===== config.mk =====
export PLATFORM = sky130hd
export DESIGN_NAME = s_expression_lexer_top
export DESIGN_NICKNAME = d
export VERILOG_FILES = /design/src/design/slx_pkg.sv /design/src/design/slx_core.sv /design/src/design/s_expression_lexer_top.sv
export SDC_FILE = /design/constraint.sdc
export NUM_CORES = 2
export LEC_CHECK = 0
export ABC_AREA = 0
export BUFFER_PORTS_ARGS = -buffer_cell sky130_fd_sc_hd__buf_2
export CELL_PAD_IN_SITES_DETAIL_PLACEMENT = 1
export CELL_PAD_IN_SITES_GLOBAL_PLACEMENT = 1
export CORE_MARGIN = 5
export CORE_UTILIZATION = 25
export CTS_CLUSTER_SIZE = 24
export DETAILED_ROUTE_END_ITERATION = 6
export MAX_ROUTING_LAYER = met4
export PLACE_DENSITY_LB_ADDON = 0.1
export RECOVER_POWER = 50
export SYNTH_ARGS = -nofsm -noshare
export SYNTH_HDL_FRONTEND = slang
export SYNTH_SLANG_ARGS = --single-unit
export TNS_END_PERCENT = 20

===== constraint.sdc =====
create_clock -name clock -period 24 [get_ports clock]
set_clock_uncertainty 0.1 [all_clocks]
set_input_delay 4.8 -clock clock [delete_from_list [all_inputs] [get_ports clock]]
set_output_delay 4.8 -clock clock [all_outputs]
set_load 0.05 [all_outputs]

===== src/design/slx_pkg.sv =====
// slx_pkg: beat types, token kinds and number-grammar helpers for the s-expression lexer
// depends on nothing; imported by slx_core, s_expression_lexer_top and the testbench
package slx_pkg;

   typedef enum logic [3:0] {
      K_LPAREN   = 4'd0,
      K_RPAREN   = 4'd1,
      K_SYMBOL   = 4'd2,
      K_INTEGER  = 4'd3,
      K_REAL     = 4'd4,
      K_STRING   = 4'd5,
      K_CONSTANT = 4'd6,
      K_QUOTE    = 4'd7,
      K_COMMENT  = 4'd8,
      K_UNKNOWN  = 4'd9,
      K_BADTOK   = 4'd10,
      K_BADESC   = 4'd11
   } kind_type;

   typedef struct packed {
      logic [7:0] ch;
      logic       end_of_line;
   } req_type;

   typedef struct packed {
      kind_type           kind;
      logic [9:0]         start_col;
      logic [9:0]         length;
      logic signed [63:0] int_value;
      logic               last_of_run;
   } rsp_type;

   // what one character step produces
   typedef struct packed {
      logic [1:0] count;
      rsp_type    r0;
      rsp_type    r1;
   } emit_type;

   localparam logic [9:0]  LEN_MAX = 10'd1023;
   localparam logic [63:0] INT_LIM = 64'h8000_0000_0000_0000;

   localparam logic [4:0] NS_START   = 5'd0;
   localparam logic [4:0] NS_SIGN    = 5'd1;
   localparam logic [4:0] NS_ZERO    = 5'd2;
   localparam logic [4:0] NS_INT     = 5'd3;
   localparam logic [4:0] NS_DOT0    = 5'd4;
   localparam logic [4:0] NS_FRAC    = 5'd5;
   localparam logic [4:0] NS_E       = 5'd6;
   localparam logic [4:0] NS_ES      = 5'd7;
   localparam logic [4:0] NS_EXP     = 5'd8;
   localparam logic [4:0] NS_HEX0    = 5'd9;
   localparam logic [4:0] NS_HEXINT  = 5'd10;
   localparam logic [4:0] NS_HEXDOT0 = 5'd11;
   localparam logic [4:0] NS_HEXFRAC = 5'd12;
   localparam logic [4:0] NS_HEXP    = 5'd13;
   localparam logic [4:0] NS_HEXPS   = 5'd14;
   localparam logic [4:0] NS_HEXEXP  = 5'd15;
   localparam logic [4:0] NS_INF1    = 5'd16;
   localparam logic [4:0] NS_INF2    = 5'd17;
   localparam logic [4:0] NS_INF3    = 5'd18;
   localparam logic [4:0] NS_INF4    = 5'd19;
   localparam logic [4:0] NS_INF5    = 5'd20;
   localparam logic [4:0] NS_INF6    = 5'd21;
   localparam logic [4:0] NS_INF7    = 5'd22;
   localparam logic [4:0] NS_INF8    = 5'd23;
   localparam logic [4:0] NS_NAN1    = 5'd24;
   localparam logic [4:0] NS_NAN2    = 5'd25;
   localparam logic [4:0] NS_NAN3    = 5'd26;
   localparam logic [4:0] NS_DEAD    = 5'd27;

   typedef struct packed {
      logic [4:0]  ns;
      logic [63:0] acc;
      logic        neg;
      logic        ovf;
   } num_type;

   function automatic logic is_digit(input logic [7:0] c);
      return c >= "0" && c <= "9";
   endfunction

   function automatic logic is_alpha(input logic [7:0] c);
      return (c >= "a" && c <= "z") || (c >= "A" && c <= "Z");
   endfunction

   function automatic logic is_hex(input logic [7:0] c);
      logic [7:0] l;
      l = c | 8'h20;
      return is_digit(c) || (l >= "a" && l <= "f");
   endfunction

   function automatic logic is_sign(input logic [7:0] c);
      return c == "+" || c == "-";
   endfunction

   function automatic logic in_symbol(input logic [7:0] c);
      return is_alpha(c) || is_digit(c) || c == "@" || c == "#" || c == "$" ||
             c == "&" || c == ":" || c == "|" || c == "?" || c == "." || c == "_" ||
             c == "-" || c == "+" || c == "*" || c == "!";
   endfunction

   function automatic logic [4:0] num_next(input logic [4:0] s, input logic [7:0] c);
      logic [7:0] l;
      logic [4:0] r;
      l = c | 8'h20;
      r = NS_DEAD;
      unique case (s)
         NS_START, NS_SIGN: begin
            if (s == NS_START && is_sign(c)) r = NS_SIGN;
            else if (c == "0") r = NS_ZERO;
            else if (is_digit(c)) r = NS_INT;
            else if (c == ".") r = NS_DOT0;
            else if (l == "i") r = NS_INF1;
            else if (l == "n") r = NS_NAN1;
         end
         NS_ZERO, NS_INT: begin
            if (s == NS_ZERO && l == "x") r = NS_HEX0;
            else if (is_digit(c)) r = NS_INT;
            else if (c == ".") r = NS_FRAC;
            else if (l == "e") r = NS_E;
         end
         NS_DOT0: r = is_digit(c) ? NS_FRAC : NS_DEAD;
         NS_FRAC: begin
            if (is_digit(c)) r = NS_FRAC;
            else if (l == "e") r = NS_E;
         end
         NS_E, NS_ES, NS_EXP: begin
            if (s == NS_E && is_sign(c)) r = NS_ES;
            else if (is_digit(c)) r = NS_EXP;
         end
         NS_HEX0: begin
            if (is_hex(c)) r = NS_HEXINT;
            else if (c == ".") r = NS_HEXDOT0;
         end
         NS_HEXINT: begin
            if (is_hex(c)) r = NS_HEXINT;
            else if (c == ".") r = NS_HEXFRAC;
            else if (l == "p") r = NS_HEXP;
         end
         NS_HEXDOT0: r = is_hex(c) ? NS_HEXFRAC : NS_DEAD;
         NS_HEXFRAC: begin
            if (is_hex(c)) r = NS_HEXFRAC;
            else if (l == "p") r = NS_HEXP;
         end
         NS_HEXP, NS_HEXPS, NS_HEXEXP: begin
            if (s == NS_HEXP && is_sign(c)) r = NS_HEXPS;
            else if (is_digit(c)) r = NS_HEXEXP;
         end
         NS_INF1: r = (l == "n") ? NS_INF2 : NS_DEAD;
         NS_INF2: r = (l == "f") ? NS_INF3 : NS_DEAD;
         NS_INF3: r = (l == "i") ? NS_INF4 : NS_DEAD;
         NS_INF4: r = (l == "n") ? NS_INF5 : NS_DEAD;
         NS_INF5: r = (l == "i") ? NS_INF6 : NS_DEAD;
         NS_INF6: r = (l == "t") ? NS_INF7 : NS_DEAD;
         NS_INF7: r = (l == "y") ? NS_INF8 : NS_DEAD;
         NS_NAN1: r = (l == "a") ? NS_NAN2 : NS_DEAD;
         NS_NAN2: r = (l == "n") ? NS_NAN3 : NS_DEAD;
         default: r = NS_DEAD;
      endcase
      return r;
   endfunction

   // one character into the number recognizer, decimal value saturates at 2^63
   function automatic num_type num_feed(input num_type cur, input logic [7:0] c);
      num_type    nx;
      logic [67:0] p;
      nx = cur;
      if (cur.ns == NS_START && c == "-") nx.neg = 1'b1;
      nx.ns = num_next(cur.ns, c);
      p = ({4'd0, cur.acc} << 3) + ({4'd0, cur.acc} << 1) + 68'(c - "0");
      if ((nx.ns == NS_ZERO || nx.ns == NS_INT) && is_digit(c)) begin
         if (cur.ovf || p > {4'd0, INT_LIM}) begin
            nx.ovf = 1'b1;
            nx.acc = INT_LIM;
         end else begin
            nx.acc = p[63:0];
         end
      end
      return nx;
   endfunction

endpackage


===== src/design/slx_core.sv =====
// slx_core: lexer state and the one-character step that yields up to two tokens
// depends on slx_pkg
module slx_core import slx_pkg::*; #(
   parameter int LINE_LENGTH = 1024
) (
   input  logic     clock,
   input  logic     reset,
   input  logic     step,
   input  req_type  item,
   output emit_type emit
);

   localparam int COL_W = $clog2(LINE_LENGTH);
   localparam logic [COL_W-1:0] COL_LAST = COL_W'(LINE_LENGTH - 1);

   typedef enum logic [2:0] {
      M_IDLE, M_LTGT, M_CONST, M_SYM, M_STR, M_STRESC, M_SKIP
   } mode_type;

   mode_type         mode_ff, mode_in;
   logic [COL_W-1:0] col_ff, col_in;
   logic [COL_W-1:0] tstart_ff, tstart_in;
   logic [9:0]       tlen_ff, tlen_in;
   num_type          num_ff, num_in;

   function automatic rsp_type mk(input kind_type k, input logic [9:0] s,
                                  input logic [9:0] len, input logic [63:0] v);
      rsp_type r;
      r.kind        = k;
      r.start_col   = s;
      r.length      = len;
      r.int_value   = v;
      r.last_of_run = 1'b0;
      return r;
   endfunction

   logic [7:0]   c;
   logic         eol;
   logic         flush_v, idle_v, run_idle;
   rsp_type      flush_r, idle_r, sym_r;
   logic [9:0]   col10, tstart10, tlen_inc;
   logic [COL_W:0] diff;
   logic [9:0]   diff_sat;
   logic [63:0]  int_v;
   num_type      num_fresh;

   always_comb begin
      c         = item.ch;
      eol       = item.end_of_line || item.ch == 8'd0;
      col10     = 10'(col_ff);
      tstart10  = 10'(tstart_ff);
      tlen_inc  = (tlen_ff != LEN_MAX) ? tlen_ff + 10'd1 : LEN_MAX;
      diff      = {1'b0, col_ff} - {1'b0, tstart_ff} + {{COL_W{1'b0}}, !eol};
      diff_sat  = (32'(diff) > 32'(LEN_MAX)) ? LEN_MAX : 10'(diff);
      num_fresh = '{ns: NS_START, acc: 64'd0, neg: 1'b0, ovf: 1'b0};

      // value and class of a finished symbol run
      if (num_ff.neg) begin
         int_v = (num_ff.ovf || num_ff.acc > INT_LIM) ? INT_LIM : 64'd0 - num_ff.acc;
      end else begin
         int_v = (num_ff.ovf || num_ff.acc >= INT_LIM) ? INT_LIM - 64'd1 : num_ff.acc;
      end
      if (num_ff.ns == NS_ZERO || num_ff.ns == NS_INT) begin
         sym_r = mk(K_INTEGER, tstart10, tlen_ff, int_v);
      end else if (num_ff.ns == NS_FRAC || num_ff.ns == NS_EXP || num_ff.ns == NS_HEXINT ||
                   num_ff.ns == NS_HEXFRAC || num_ff.ns == NS_HEXEXP ||
                   num_ff.ns == NS_INF3 || num_ff.ns == NS_INF8 || num_ff.ns == NS_NAN3) begin
         sym_r = mk(K_REAL, tstart10, tlen_ff, 64'd0);
      end else begin
         sym_r = mk(K_SYMBOL, tstart10, tlen_ff, 64'd0);
      end

      mode_in   = mode_ff;
      tstart_in = tstart_ff;
      tlen_in   = tlen_ff;
      num_in    = num_ff;
      col_in    = (col_ff != COL_LAST) ? col_ff + 1'b1 : col_ff;
      flush_v   = 1'b0;
      flush_r   = mk(K_SYMBOL, tstart10, 10'd1, 64'd0);
      run_idle  = 1'b0;
      idle_v    = 1'b0;
      idle_r    = mk(K_UNKNOWN, col10, 10'd1, 64'd0);

      if (eol) begin
         col_in  = '0;
         mode_in = M_IDLE;
         unique case (mode_ff)
            M_LTGT:   flush_v = 1'b1;
            M_CONST: begin
               flush_v = 1'b1;
               flush_r = mk(K_CONSTANT, tstart10, tlen_ff, 64'd0);
            end
            M_SYM: begin
               flush_v = 1'b1;
               flush_r = sym_r;
            end
            M_STR: begin
               flush_v = 1'b1;
               flush_r = mk(K_STRING, tstart10, tlen_ff, 64'd0);
            end
            M_STRESC: begin
               flush_v = 1'b1;
               flush_r = mk(K_BADESC, tstart10, diff_sat, 64'd0);
            end
            M_IDLE, M_SKIP: flush_v = 1'b0;
            default:        flush_v = 1'b0;
         endcase
      end else begin
         unique case (mode_ff)
            M_LTGT: begin
               flush_v = 1'b1;
               if (c == "=") begin
                  flush_r = mk(K_SYMBOL, tstart10, 10'd2, 64'd0);
                  mode_in = M_IDLE;
               end else begin
                  run_idle = 1'b1;
               end
            end
            M_CONST: begin
               if (is_alpha(c)) begin
                  tlen_in = tlen_inc;
               end else begin
                  flush_v  = 1'b1;
                  flush_r  = mk(K_CONSTANT, tstart10, tlen_ff, 64'd0);
                  run_idle = 1'b1;
               end
            end
            M_SYM: begin
               if (in_symbol(c)) begin
                  tlen_in = tlen_inc;
                  num_in  = num_feed(num_ff, c);
               end else begin
                  flush_v  = 1'b1;
                  flush_r  = sym_r;
                  run_idle = 1'b1;
               end
            end
            M_STR: begin
               if (c == "\"") begin
                  flush_v = 1'b1;
                  flush_r = mk(K_STRING, tstart10, tlen_ff, 64'd0);
                  mode_in = M_IDLE;
               end else if (c == "\\") begin
                  mode_in = M_STRESC;
               end else begin
                  tlen_in = tlen_inc;
               end
            end
            M_STRESC: begin
               if (c == "\\" || c == "\"") begin
                  tlen_in = tlen_inc;
                  mode_in = M_STR;
               end else begin
                  flush_v = 1'b1;
                  flush_r = mk(K_BADESC, tstart10, diff_sat, 64'd0);
                  mode_in = M_SKIP;
               end
            end
            M_SKIP:  mode_in = M_SKIP;
            M_IDLE:  run_idle = 1'b1;
            default: run_idle = 1'b1;
         endcase

         // a character lexed from between tokens
         if (run_idle) begin
            mode_in = M_IDLE;
            idle_v  = 1'b1;
            if (c == " " || c == 8'd10) begin
               idle_v = 1'b0;
            end else if (c == "(") begin
               idle_r.kind = K_LPAREN;
            end else if (c == "+" || c == "*" || c == "/" || c == "%" || c == "=" ||
                         c == "^") begin
               idle_r.kind = K_SYMBOL;
            end else if (c == "\\") begin
               idle_r.kind = K_BADTOK;
            end else begin
               tstart_in = col_ff;
               if (c == "\"") begin
                  idle_v  = 1'b0;
                  mode_in = M_STR;
                  tlen_in = 10'd0;
               end else if (c == "<" || c == ">") begin
                  idle_v  = 1'b0;
                  mode_in = M_LTGT;
               end else if (c == "'") begin
                  idle_r.kind = K_QUOTE;
               end else if (c == ";") begin
                  mode_in     = M_SKIP;
                  idle_r.kind = K_COMMENT;
               end else if (c == ")") begin
                  idle_r.kind = K_RPAREN;
               end else if (c == "#") begin
                  idle_v  = 1'b0;
                  mode_in = M_CONST;
                  tlen_in = 10'd1;
               end else if (in_symbol(c)) begin
                  idle_v  = 1'b0;
                  mode_in = M_SYM;
                  tlen_in = 10'd1;
                  num_in  = num_feed(num_fresh, c);
               end
            end
         end
      end

      // pack in order: pending token first, then the new one
      emit.count = 2'(flush_v) + 2'(idle_v);
      emit.r0    = flush_v ? flush_r : idle_r;
      emit.r1    = idle_r;
      emit.r0.last_of_run = !(flush_v && idle_v);
      emit.r1.last_of_run = 1'b1;
   end

   always_ff @(posedge clock) begin
      if (reset) begin
         mode_ff   <= M_IDLE;
         col_ff    <= '0;
         tstart_ff <= '0;
         tlen_ff   <= '0;
         num_ff    <= '{ns: NS_START, acc: 64'd0, neg: 1'b0, ovf: 1'b0};
      end else if (step) begin
         mode_ff   <= mode_in;
         col_ff    <= col_in;
         tstart_ff <= tstart_in;
         tlen_ff   <= tlen_in;
         num_ff    <= num_in;
      end
   end

endmodule


===== src/design/s_expression_lexer_top.sv =====
// s_expression_lexer_top: character beats in, token beats out, with a small result queue
// depends on slx_pkg and slx_core
//
//   channel | direction | handshake            | beat
//   req     | in        | req_valid/req_ready  | req_type: ch, end_of_line
//   rsp     | out       | rsp_valid/rsp_ready  | rsp_type: kind, start_col, length,
//           |           |                      |   int_value, last_of_run
//
// one character beat per clock while the lexer step runs; each beat is held in the input register and
//   is lexed there in a single pass, pushing zero, one or two tokens into a 4-deep queue
// the lexer step runs when the queue holds at most two tokens, so the output side is
//   what limits the rate: one token per clock leaves on rsp while rsp_ready is high
// a token reaches rsp through the input register and then the result queue
// reset (synchronous) clears lexer state, column and queue; no clearing pass
// a stalled rsp fills the queue and then holds req_ready low
module s_expression_lexer_top import slx_pkg::*; #(
   parameter int LINE_LENGTH = 1024
) (
   input  logic    clock,
   input  logic    reset,
   input  logic    req_valid,
   output logic    req_ready,
   input  req_type req_data,
   output logic    rsp_valid,
   input  logic    rsp_ready,
   output rsp_type rsp_data
);

   // input register
   logic     in_v_ff;
   req_type  in_ff;

   // result queue
   rsp_type    mem_ff [4];
   logic [1:0] wp_ff, rp_ff;
   logic [2:0] cnt_ff, cnt_in;

   emit_type emit;
   logic     proc, pop;

   assign proc      = in_v_ff && (cnt_ff <= 3'd2);
   assign req_ready = !in_v_ff || proc;
   assign pop       = rsp_valid && rsp_ready;
   assign rsp_valid = cnt_ff != 3'd0;
   assign rsp_data  = mem_ff[rp_ff];
   assign cnt_in    = cnt_ff + (proc ? 3'(emit.count) : 3'd0) - 3'(pop);

   slx_core #(.LINE_LENGTH(LINE_LENGTH)) u_core (
      .clock (clock),
      .reset (reset),
      .step  (proc),
      .item  (in_ff),
      .emit  (emit)
   );

   always_ff @(posedge clock) begin
      if (reset) begin
         in_v_ff <= 1'b0;
      end else if (req_valid && req_ready) begin
         in_v_ff <= 1'b1;
      end else if (proc) begin
         in_v_ff <= 1'b0;
      end
   end

   // payload, no reset
   always_ff @(posedge clock) begin
      if (req_valid && req_ready) begin
         in_ff <= req_data;
      end
      if (proc && emit.count != 2'd0) begin
         mem_ff[wp_ff] <= emit.r0;
      end
      if (proc && emit.count == 2'd2) begin
         mem_ff[wp_ff + 2'd1] <= emit.r1;
      end
   end

   always_ff @(posedge clock) begin
      if (reset) begin
         wp_ff  <= '0;
         rp_ff  <= '0;
         cnt_ff <= '0;
      end else begin
         if (proc) begin
            wp_ff <= wp_ff + emit.count;
         end
         if (pop) begin
            rp_ff <= rp_ff + 2'd1;
         end
         cnt_ff <= cnt_in;
      end
   end

   // queue never holds more than four tokens
   a_cnt_bound: assert property (@(posedge clock) disable iff (reset) cnt_ff <= 3'd4)
      else $error("result queue overfilled");

   // queue is empty right after reset
   a_cnt_reset: assert property (@(posedge clock) $past(reset) |-> cnt_ff == 3'd0)
      else $error("queue not empty after reset");

   // a second token in one step always comes with a first one
   a_two_tokens: assert property (@(posedge clock) disable iff (reset)
      proc && emit.count == 2'd2 |-> emit.r0.last_of_run == 1'b0)
      else $error("two tokens without a leading one");

   // queue depth stays put when there is neither a lexer step nor a pop
   a_cnt_track: assert property (@(posedge clock) disable iff (reset)
      !proc && !pop |=> cnt_ff == $past(cnt_ff))
      else $error("queue count drifted");

endmodule


==> Word level (Yosys, flattened, before mapping) <==
Memory sizes are Yosys's and may differ from the RTL's. A register that Yosys moved wholly into a read port is not among the register bits.
Index checks and enable logic that the tools add are counted.
{ "word_totals": {"mem_count": 1, "mem_bits_rw": 356, "register_bits": 121, "wordCells": 373} }
{ "classes": {"n_eq_ne": 78, "magnitude_cmp": 14, "n_bitwise": 5, "n_mux": 170, "addsub": 14, "reduce_logical": 77} }
{ "memory_table": {"columns": ["name", "words", "width", "read_ports", "rd_ports_with_merged_regs", "wr", "line", "source"], "rows": [
  ["mem_ff", 4, 89, 1, 1, 2, "s_expression_lexer_top.sv:34", "rsp_type mem_ff [4];"]
]} }
{ "op_table": {"columns": ["cell", "count"], "rows": [
  ["2-to-1 mux 71 bit", 14],
  ["2-to-1 mux 64 bit", 7],
  ["case mux 89 bit (5 select lines)", 1],
  ["2-to-1 mux 88 bit", 5],
  ["case mux 89 bit (4 select lines)", 1],
  ["2-to-1 mux 89 bit", 3],
  ["2-to-1 mux 10 bit", 21],
  ["2-to-1 mux 5 bit", 39],
  ["== test 8 x 6 -> 1 bit, second input constant", 22],
  ["greater-than comparator 68 x 64 -> 1 bit, second input constant", 2],
  ["case mux 5 bit (19 select lines)", 1],
  ["2-to-1 mux 4 bit", 18],
  ["adder 67 x 65 -> 68 bit", 1],
  ["adder 68 bit", 1],
  ["2-to-1 mux 67 bit", 1],
  ["greater-or-equal comparator 64 bit, second input constant", 1],
  ["greater-than comparator 64 bit, second input constant", 1],
  ["subtractor 1 x 64 -> 64 bit, first input constant", 1],
  ["== test 7 x 6 -> 1 bit, second input constant", 9],
  ["== test 5 bit, second input constant", 11],
  ["2-to-1 mux 3 bit", 15],
  ["== test 5 x 4 -> 1 bit, second input constant", 8],
  ["== test 8 x 7 -> 1 bit, second input constant", 5],
  ["logical OR 1 bit", 40],
  ["46 further kinds", 130]
]} }

==> Logic depth before layout (Yosys ltp) <==
{ "depth": {"depth_word": 46, "depth_mapped": 23, "mapped_depth_nobuf": 22} }

==> By module <==
Synthesis repeated with hierarchy kept, for this count alone.
{ "hier_totals": {"cells_unflattened": 3254, "hier_area_um2": 34544.4} }
{ "by_module_without_submodules": {"columns": ["mod", "seq_area_each_um2", "cells_per_inst", "instances", "area_per_inst_um2"], "rows": [
  ["s_expression_lexer_top", 11160.7, 936, 1, 17961.0],
  ["slx_core", 2082.0, 2318, 1, 16583.4]
]} }

==> Worst setup path before layout <==
No wires, ideal clock.
{ "synth_timing": {"path_kind": "register to register", "start": "register in_ff[6] in the netlist's numbering", "end": "register u_core.num_ff[5] in the netlist's numbering", "arrival_time_ns": 10.590, "path_slack_ns": 13.223, "stages_incl_launch_ff": 20, "period_less_slack_ns": 10.777, "n_path_buf": 3, "path_cell_list": "edfxtp_1 ha_1 clkbuf_1 nor2_1 fa_1 ha_1 clkbuf_1 nand4_1 o41ai_1 a21oi_2 xnor2_1 or3_1 or4_1 or3_1 nor4_2 nand4_1 o41ai_4 buf_6 nand4_1 a221oi_2"} }
{ "synth_between": {"elab_chain_cells": 34} }
{ "synth_rtl": {"columns": ["element", "line", "source"], "rows": [
  ["from (decl)", "s_expression_lexer_top.sv:31", "req_type in_ff;"],
  ["from (signal assigned)", "s_expression_lexer_top.sv:69", "in_ff <= req_data;"],
  ["branches (longest 34 deep; another with adder 68 bit)", null, null],
  ["to (signal assigned)", "slx_core.sv:221", "num_ff <= '{ns: NS_START, acc: 64'd0, neg: 1'b0, ovf: 1'b0};"],
  ["to (signal assigned)", "slx_core.sv:227", "num_ff <= num_in;"],
  ["to (decl)", "slx_core.sv:24", "num_type num_ff, num_in;"]
]} }
Several ways; the timed one is not identified. The select of a mux whose other input is x is not followed.
A chain may end at the register's enable or synchronous reset.

==> results by group <==
Worst setup path
  – Register-to-Register Path Depth: 19
  – Setup CP Type: register to register
  – R2r startpoint: in_ff[5]$_DFFE_PP_
  – Critical path launch point type: register
  – Critical path's top delay family: buffers and inverters
  – Crit Path Max Fanout: 54
  – Worst path bufs/invs: 3
  – Worst Path Arrival: 10580 ps
  – Most used cell along the critical path: nand2_1
  – Worst-path cell chain: inv_1 -> ha_1 -> nor3b_1 -> nand2_1 -> nor2_1 -> nand2_1 -> nand2_1 -> mux2_2 -> o21ai_0 -> nand2b_1 -> nand2_1 -> o21ai_0 -> ha_1 -> nor2_1 -> nand2_1 -> clkbuf_1 -> and2_0 -> clkbuf_1 -> a22o_1
  – RR Endpoint: mem_ff[1][18]$_SDFFE_PP0P_
  – R2R Setup Slk: 13890 ps
  – Worst EP required: 24460 ps
  – Max incr delay on CP: 2550 ps
  – Crit. path cell count: 19
  – CP endpoint kind: register
  – CP max-delay cell: clkbuf_1

Routing
  – Detail Route Antenna Nets: 0
  – Final WL: about 130000 um
  – Vias/cell: 5.58
  – Initial DRT Pass Iterations: 5
  – Metal3 WL: 3780 um
  – Iter 0 DRT Violations: about 1600
  – Post-route DRC: 0
  – Met2 WL: 64400 um
  – DR top layer: met4
  – Total number of vias: between 20000 and 30000
  – Metal1 wirelength: 55000 um
  – Drt wl/cell: 26.2 um

Die
  – Core area: 117000 um^2
  – Die area: 125000 um^2
  – Core Rows: 125
  – Starting density of the core: 25.3%
  – Die Wd: roughly 350 um
  – Chip Height: 353 um
  – IO Count: 104

Final layout
  – Fill cell count: 13400
  – Non-Filler Instances: 4823
  – Synthesis-to-finish area growth: 13.1%
  – Core Util, Final: 28.6%
  – Final #Nets: between 3000 and 4000
  – Multi-input logic area: 17900 um^2
  – Layout cell share with drive strength beyond 1: 11.9%
  – Final antenna diode count: 0
  – Register Area: 10200 um^2

Synthesis
  – FF+latch count, synth: 479
  – Cell Area, Synth: 29400 um^2
  – Synth Warn #: 0
  – Avg Inst Size Synth: 8.95 um^2
  – Sequential element share of the synthesized area: around a third
  – Ys async rst share: 0%
  – Mapped Nets: 3472
  – Number of synthesized flops with an enable pin: 65
  – Cells after Synth: 3290
  – Yosys cell types: 86
  – Predominant post-synthesis flop cell: dfxtp_1

Placed design
  – DP HPWL: 91500 um
  – Gpl congestion: 0.862
  – Placed insts: 4714
  – Port Buffers: roughly 100
  – Placement Setup Slack: 15310 ps

STA
  – Tmin final: 10110 ps
  – Final Setup Violations: 0
  – Least-Margin Pin Slew: 3890 ps
  – Fin crit share: 42.1%
  – TNS Setup: 0 ps
  – Final number of max-transition violations: about 370
  – Unrepaired setup endpoints after global routing: false
  – Slew headroom: -159%
  – Fmax: 98.9 MHz
  – Setup WS post-layout: 13890 ps
  – Final Hold Viols: 0

Global routing
  – First-pass GRT wire length: 191000 um
  – GRT overflow: 0
  – Largest net degree at the start of global routing: 63
  – Number of global-route vias before repair: 28400
  – Initial antenna violation count: 2
  – Total track usage: between 20% and 30%

Min path
  – Hold path depth: 2
  – Hold Crit Start: mem_ff[0][50]$_SDFFE_PP0P_
  – Path category of the worst min-delay check: register to register
  – Hold path endpoint: mem_ff[0][50]$_SDFFE_PP0P_

Clock tree
  – Clock Latency Late Sink: approximately 650 ps
  – Clock sinks: 479
  – CTS tree: built
  – Maximum root-to-sink buffer count: 3
  – Post-CTS Resized: 0
  – TritonCTS Buffers: 58
  – Clock Tree Root: clkbuf_16
  – H-Tree Depth: 2
  – Hold_buf cts: 0
  – Clk slew on worst S/H paths: about 60 ps
  – Post-CTS Setup Bufs: 0

Flow run
  – Max Cap Viol: 11

Status
  – Status: finished, violations left
  – Failing checks: capacitance limit, slew limit

Pwr
  – Leakage: 12.2 nW
  – Maximum vdd drop: about 56 uV
  – Tot Pwr: about 2.3 mW
  – PwrDens: 67.7 nW/um^2
cell usage in the layout, fill, tap and decap left out, types with 13 or more instances in the layout:
master,instances
nor4_1,29
nor3_1,60
clkbuf_1,32
inv_1,81
xor2_1,42
fa_1,65
clkbuf_16,62
a21o_1,19
edfxtp_1,65
o221a_2,21
buf_4,46
a211oi_1,58
a22o_1,281
a31oi_1,44
mux4_2,89
nand2b_1,16
or3_1,24
mux2i_1,16
dfxtp_1,411
a21oi_1,296
a22oi_1,13
buf_2,96
nand2_1,290
and3_1,21
xnor2_1,46
nor2b_1,23
o21ai_0,259
nand3_1,47
o21a_1,14
o22ai_1,25
nor2_1,269
nand4_1,82
ha_1,104
o211ai_1,22
worst reg2reg max path, cell delays in order (launching register included):
cell and delay [ps]:
edfxtp_1 610, inv_1 330, ha_1 280, nor3b_1 740
nand2_1 260, nor2_1 230, nand2_1 240, nand2_1 310
mux2_2 200, o21ai_0 100, nand2b_1 130, nand2_1 50
o21ai_0 390, ha_1 330, nor2_1 120, nand2_1 90
clkbuf_1 1020, and2_0 1430, clkbuf_1 2560, a22o_1 520
kinds of logic after synthesis:
kind of cell / count (synthesis) / share of synthesized area [%]
flip-flops: 479 / 34.8
XOR/XNOR: 88 / 2.62
multiplexers: 108 / 7.47
AO/OA/AOI/OAI: 1171 / 26.8
adder cells (fa/ha/maj): 169 / 8.84
AND/OR/NAND/NOR: 936 / 15.0
buffers and inverters: 339 / 4.48
cell type report:
type / count / share of cell area [%]
sequential: 479 / 30.8
multi-input combinational: 2472 / 53.8
clock inverter: 23 / 0.977
inverter: 82 / 0.924
clock buffer: 86 / 5.11
tap: 1524 / 5.73
timing repair buffer: 157 / 2.68
Yosys cell counts, types with 81 or more instances:
cell type / count / area, um^2
clkbuf_1: 213 / 800
a21oi_1: 297 / 1490
dfxtp_1: 414 / 8290
ha_1: 104 / 1300
nor2_1: 272 / 1020
mux4_2: 89 / 2000
nand4_1: 82 / 513
o21ai_0: 255 / 1280
inv_1: 81 / 304
a22o_1: 281 / 2460
nand2_1: 291 / 1090
worst max-delay path by stage:
stage | start | endpoint | slack, ps
6_report | in_ff[5]$_DFFE_PP_ | mem_ff[1][18]$_SDFFE_PP0P_ | 13890
5_1_grt | in_ff[5]$_DFFE_PP_ | mem_ff[1][3]$_SDFFE_PP0P_ | 13100
4_1_cts | register | rsp_data[21] | 15110
3_5_place_dp | in_ff[5]$_DFFE_PP_ | u_core.num_ff[15]$_SDFFE_PP0P_ | 15310
3_3_place_gp | in_ff[5]$_DFFE_PP_ | u_core.num_ff[6]$_SDFFE_PP0P_ | 14970
2_1_floorplan | in_ff[6]$_DFFE_PP_ | u_core.num_ff[5]$_SDFFE_PP0P_ | 13220
per-layer routing:
metal | global-route usage [%] | vias to the layer above
met2 | 35.8 | 542
met3 | 1.93 | 156
met4 | 5.26 | 0
met5 | - | -
met1 | 24.8 | 13900
li1 | - | 12300
registers in the layout, summed over array words and instances (netlist names), named ones only:
register / flops
u_core.col10: 10
u_core.num_ff: 71
u_core.tstart10: 10
wp_ff: 2
mem_ff: 356
in_ff: 9
u_core.tlen_ff: 10
in_v_ff: 1
cnt_ff: 3
rp_ff: 2
u_core.mode_ff: 3
power by group:
group	switching [mW]	total (mW)	internal, mW	leakage (nW)
clock	0.381	0.938	0.557	0.980
combinational	0.317	0.461	0.144	7.31
sequential	0.0271	0.854	0.827	3.95
stage by stage:
stage          hold WS, ps  cell area [um^2]
2_1_floorplan          320             29400
3_3_place_gp           331             31300
3_5_place_dp           342             31300
4_1_cts                356             33400
5_1_grt                380             33300
6_report               352             33300
Power figures use the tool's default switching activity.
